==> src/rtl/core/lzss_cell.sv <==
// one compare cell: holds one history byte of the scan window and checks it against one lookahead byte
`timescale 1ns / 1ps
module lzss_cell (
  input  logic       clk,
  input  logic       shift,
  input  logic [7:0] hist_in,
  output logic [7:0] hist_out,
  input  logic [7:0] la_byte,
  input  logic       in_range,
  input  logic       alive_in,
  output logic       alive_out
);
  // history bytes move one cell further from the read port per scanned distance
  always_ff @(posedge clk) begin
    if (shift) begin
      hist_out <= hist_in;
    end
  end

  // a cell extends the run of its left neighbor when its byte also matches
  assign alive_out = alive_in && in_range && (hist_out == la_byte);
endmodule

==> config.mk <==
export PLATFORM = sky130hd
export DESIGN_NAME = lzss_cell
export DESIGN_NICKNAME = d
export VERILOG_FILES = /design/src/rtl/core/lzss_cell.sv
export SDC_FILE = /design/constraint.sdc
export NUM_CORES = 1
export LEC_CHECK = 0
export BUFFER_PORTS_ARGS = -buffer_cell sky130_fd_sc_hd__buf_2
export CAP_MARGIN = 20
export CORE_AREA = 2 2 39 41
export CTS_BUF_LIST = sky130_fd_sc_hd__clkbuf_4
export DETAILED_ROUTE_END_ITERATION = 10
export DIE_AREA = 0 0 41 43
export PLACE_DENSITY_LB_ADDON = 0.25
export SLEW_MARGIN = 20
export SYNTH_ARGS = -nofsm -noshare
export SYNTH_HDL_FRONTEND = slang
export SYNTH_SLANG_ARGS = --single-unit
==> constraint.sdc <==
create_clock -name clk -period 0.9 [get_ports clk]
set_input_delay 0.27 -clock clk [delete_from_list [all_inputs] [get_ports clk]]
set_output_delay 0.27 -clock clk [all_outputs]
set_load 0.005 [all_outputs]
==> flow_summary.ini, run 1 <==
[power_and_ir_drop]
powerDensity_nw_per_um2 = 1600
p_leak_uw = 0.000231
swShare_pct = 20.5
power_frac_comb_pct = 16.0
p_total_uw = 861
p_int_uw = 685
p_sw_uw = 176
worst_ir_drop_vdd_mv = 0.665
power_frac_seq_pct = 53.8
clkPwrFrac_pct = 30.2

[setup_path]
crit_path_end_kind = output port
crit_path_max_fanout = 2
startpoint_type = flip-flop
critPathCapture = alive_out
crit_type = reg2out
cpMaxStageDelayCell = edfxtp_1
critPathMaxStageDelay_ns = 0.42
path_cells = xnor2_1 -> nand4_1 -> nor3_2 -> buf_2
cp_data_required_time_ns = 0.63
critPathLaunch = hist_out[5]$_DFFE_PP_
arrival_ns = 1.17

[run]
cap_violations = 0

[routing]
wl_met1_microns = 214
drtAntennaViolNets = 0
drc_errors = 0
wl_met2_microns = 354
drt_wl_total_microns = 635
viasPerCell = 4.01
wl_met3_microns = 66
wire_per_inst_microns = 9.34
first_iter_violations = 0
vias = 273
first_pass_iters = 1
routed.top_layer = met3

[floorplan]
die-area_sq_um = 1760
initial_core_util_pct = 24.3
die_x_microns = 41
die_h_microns = 43
num_rows = 14
io_pins = 29
coreArea_sq_um = 1380

[global_routing]
grt_remaining_overflow = 0
antenna_found_initial = 0
grt_usage_pct = 7.95
grt_first_pass_wirelength_microns = 897
grt_pass1_vias = 259
grt_max_degree = 9

[cts]
htreeDepth = 1
clock_sinks = 8
cts_buffers = 3
post_cts_buffers = 0
cts_buffer_depth = 2
clk_pin_slew_ns = 0.05
root_buffer = clkbuf_4
cts_tree = done

[layout]
fillerInstances = 158
final_common_cell = buf_2
regMostFlops = hist_out
drive_above_1_share_pct = 63.5
n_antenna_cell = 0
multiInputGateArea_sq_um = 96.3
final_util_pct = 38.8
fin_nets = 74
regArea_sq_um = 240
syn_to_final_growth_pct = 59.5
fin_area_sq_um = 537
largest_reg_flops = 8
reg_top3 = hist_out x8
mostFrequentLayoutCells = 27 x buf_2, 8 x xnor2_1, 8 x edfxtp_1

[sta]
hold_viol = 0
fin_ws_ns = -0.543
setup_viol = 9
period_share_pct = 160
fin_crit_ns = 1.44
max_freq_mhz = 693
worstMarginPinSlew_ns = 0.172
relSlewSlack_pct = 88.5
rsz0062_at_grt = true
drv_slew = 0

[synthesis]
synth.ff_latch_count = 8
yosysWarnings = 0
synthCells = 20
syn_nets = 40
synth.distinct_cells = 5
yosysSeqAreaShare_pct = 71.4
synth_area_sq_um = 337
syn_avg_cell_area_sq_um = 16.8

[status]
status = finished with violations
violations = setup timing

[placed_design]
routabilityCongestion = 0.630
pre_cts_ws_ns = -0.310
placed_area_sq_um = 504
hpwl_microns = 557
portBuffers = 28

[min_path]
timing.hold.worst.start = hist_in[5]
worstHoldPathType = in2reg
## through the flow
stage,hold slack [ns],setup TNS (ns),cells
after floorplan,0.369,-0.195,20
after global placement,0.447,-0.321,65
after detailed placement,0.448,-0.339,65
after CTS,0.186,-2.10,68
after global routing,0.188,-2.32,68
final,0.197,-1.89,68
## repair_timing
item	in CTS	in global routing
hold buffers	0	0
gates resized for setup	1	1
setup endpoints to repair	9	9
## power by group through the flow
stage	clock network (uW)	registers, uW	logic (uW)
3_5_place_dp	0	472	135
2_1_floorplan	0	474	44.7
4_1_cts	277	464	140
3_3_place_gp	0	471	134
6_report	260	463	137
5_1_grt	289	468	151
## final cells by class
class	count	area share (%)
clock buffer	3	4.20
timing repair buffer	29	29.4
multi-input combinational	12	17.9
tap	16	3.73
sequential	8	44.8
## cell families after synthesis
group / share of synthesized area (%)
and+or+nand+nor: 7.81
xor gates and xnor gates: 20.8
DFF: 71.4
## synthesized netlist by cell type
cell type  count  share of area [%]
nand3_1        2                3.0
xnor2_1        8                 21
nand4_1        1                1.9
edfxtp_1       8                 71
nor3_2         1                3.0
## how the worst min path moves through the flow
| stage | endpoint | slack (ns) | depth (start not counted) |
|---|---|---|---|
| after floorplan | hist_out[0]$_DFFE_PP_ | 0.37 | 0 |
| after global placement | hist_out[3]$_DFFE_PP_ | 0.45 | 1 |
| after detailed placement | hist_out[3]$_DFFE_PP_ | 0.45 | 1 |
| after CTS | hist_out[3]$_DFFE_PP_ | 0.19 | 1 |
| after global routing | hist_out[3]$_DFFE_PP_ | 0.19 | 1 |
| final | hist_out[5]$_DFFE_PP_ | 0.20 | 1 |
## metal layers
metal | vias up | GRT usage, %
met4 | 0 | 8.00
met2 | 13 | 12.8
met1 | 122 | 7.43
met3 | 0 | 1.57
met5 | - | 0
li1 | 138 | -
## worst max-delay path, delay by kind of cell (launching register included)
family / cells / cell delay, ns
XOR/XNOR: 1 / 0.17
buffers and inverters: 1 / 0.12
flip-flops: 1 / 0.42
AND/OR/NAND/NOR: 2 / 0.22
Note: power is estimated with default switching activity, not from simulation.
==> run 2: changes to the inputs <==
--- a/config.mk
+++ b/config.mk
@@ -12,6 +12,7 @@
 export DETAILED_ROUTE_END_ITERATION = 10
 export DIE_AREA = 0 0 41 43
 export PLACE_DENSITY_LB_ADDON = 0.25
+export RECOVER_POWER = 100
 export SLEW_MARGIN = 20
 export SYNTH_ARGS = -nofsm -noshare
 export SYNTH_HDL_FRONTEND = slang
==> run 2 against run 1 <==
  * The flow still finishes with violations (setup timing)
  * Combinational power hardly changed
  * Critical path depth unchanged
  * Via count unchanged
  * Worst hold slack unchanged
  * Sequential cell count stayed put
  * Non-clock buffer count is the same
  * Count of clock-buffer cells in the layout is the same
  * Largest cell class unchanged
  * Highest routed layer unchanged
==> flow_summary.ini, run 2 (same netlist as run 1, synthesis figures left out) <==
[floorplan]
die-area_sq_um = 1760
initial_core_util_pct = 24.3
die_x_microns = 41
num_rows = 14
coreArea_sq_um = 1380
die_h_microns = 43
io_pins = 29

[routing]
wire_per_inst_microns = 9.37
first_iter_violations = 0
viasPerCell = 4.01
first_pass_iters = 1
drt_wl_total_microns = 637
drtAntennaViolNets = 0
drc_errors = 0
vias = 273

[cts]
htreeDepth = 1
clk_pin_slew_ns = 0.05
cts_buffers = 3
root_buffer = clkbuf_4
clock_sinks = 8
post_cts_buffers = 0
cts_hold_buffers = 0
cts_tree = done
cts_buffer_depth = 2

[placed_design]
placed_area_sq_um = 504
pre_cts_ws_ns = -0.310
routabilityCongestion = 0.630
hpwl_microns = 557
portBuffers = 28

[setup_path]
crit_buf_inv = 1
cp_data_required_time_ns = 0.63
critPathCapture = alive_out
path_delay_family = flip-flops
crit_path_max_fanout = 2
crit_path_end_kind = output port
path_cells = xnor2_1 -> nand4_1 -> nor3_2 -> buf_2
critPathMaxStageDelay_ns = 0.42
cpMaxStageDelayCell = edfxtp_1
crit_type = reg2out
critPathLaunch = hist_out[5]$_DFFE_PP_
startpoint_type = flip-flop
arrival_ns = 1.17
worst-path-stages = 4

[min_path]
worstHoldPathType = in2reg
hold_depth = 1
timing.hold.worst.start = hist_in[5]

[global_routing]
grt_pass1_vias = 259
grt_usage_pct = 7.95
grt_remaining_overflow = 0
grt_max_degree = 9
antenna_found_initial = 0
grt_first_pass_wirelength_microns = 897

[layout]
n_antenna_cell = 0
mostFrequentLayoutCells = 26 x buf_2, 8 x xnor2_1, 8 x edfxtp_1
reg_top3 = hist_out x8
final_common_cell = buf_2
fin_area_sq_um = 536
drive_above_1_share_pct = 61.5
fin_nets = 74
syn_to_final_growth_pct = 59.1
regMostFlops = hist_out
largest_reg_flops = 8
final_util_pct = 38.7

[sta]
max_freq_mhz = 693
drv_slew = 0
rsz0062_at_grt = true
setup_viol = 9
fin_ws_ns = -0.543
hold_viol = 0
worstMarginPinSlew_ns = 0.407
fin_crit_ns = 1.44
relSlewSlack_pct = 72.9
period_share_pct = 160

[power_and_ir_drop]
p_total_uw = 860
worst_ir_drop_vdd_mv = 0.665
p_leak_uw = 0.000229
powerDensity_nw_per_um2 = 1610

[status]
violations = setup timing
status = finished with violations

[run]
cap_violations = 0
[run 2: cell types whose count changed in the layout (fill, tap and decap cells not counted), sizes merged]
cell | previous run | this run
buf | 29 | 28
clkbuf | 3 | 4
[run 2: per-layer routing]
metal	track usage, %	up-vias	share of wire (%)
met5	0	-	0
met4	8.00	0	0
met3	1.57	0	11
met2	12.8	13	56
met1	7.43	122	34
li1	-	138	-
[run 2: where the power goes]
part	switching, uW	internal (uW)
clock network	109	152
registers	18.2	445
logic	49.3	87.4
total	176	684
[run 2: through the flow]
stage,setup TNS (ns),cells,hold WS [ns]
4_1_cts,-2.10,68,0.186
6_report,-1.89,68,0.197
3_5_place_dp,-0.339,65,0.448
3_3_place_gp,-0.321,65,0.447
2_1_floorplan,-0.195,20,0.369
5_1_grt,-2.32,68,0.188
[run 2: worst min path at each step]
stage | end | slack [ns]
finish | hist_out[5]$_DFFE_PP_ | 0.20
global route | hist_out[3]$_DFFE_PP_ | 0.19
CTS | hist_out[3]$_DFFE_PP_ | 0.19
global placement | hist_out[3]$_DFFE_PP_ | 0.45
floorplan | hist_out[0]$_DFFE_PP_ | 0.37
detailed placement | hist_out[3]$_DFFE_PP_ | 0.45
[run 2: cell type report]
class                           count  area (sq um)
Clock buffer                        3          22.5
Fill cell                         158           848
Sequential cell                     8           240
Multi-Input combinational cell     12          96.3
Timing Repair Buffer               29           156
Tap cell                           16          20.0
[run 2: repair_timing]
action                     in CTS  in global routing
pin swaps                       0                  0
setup endpoints to repair       9                  9
gates resized for setup         1                  1
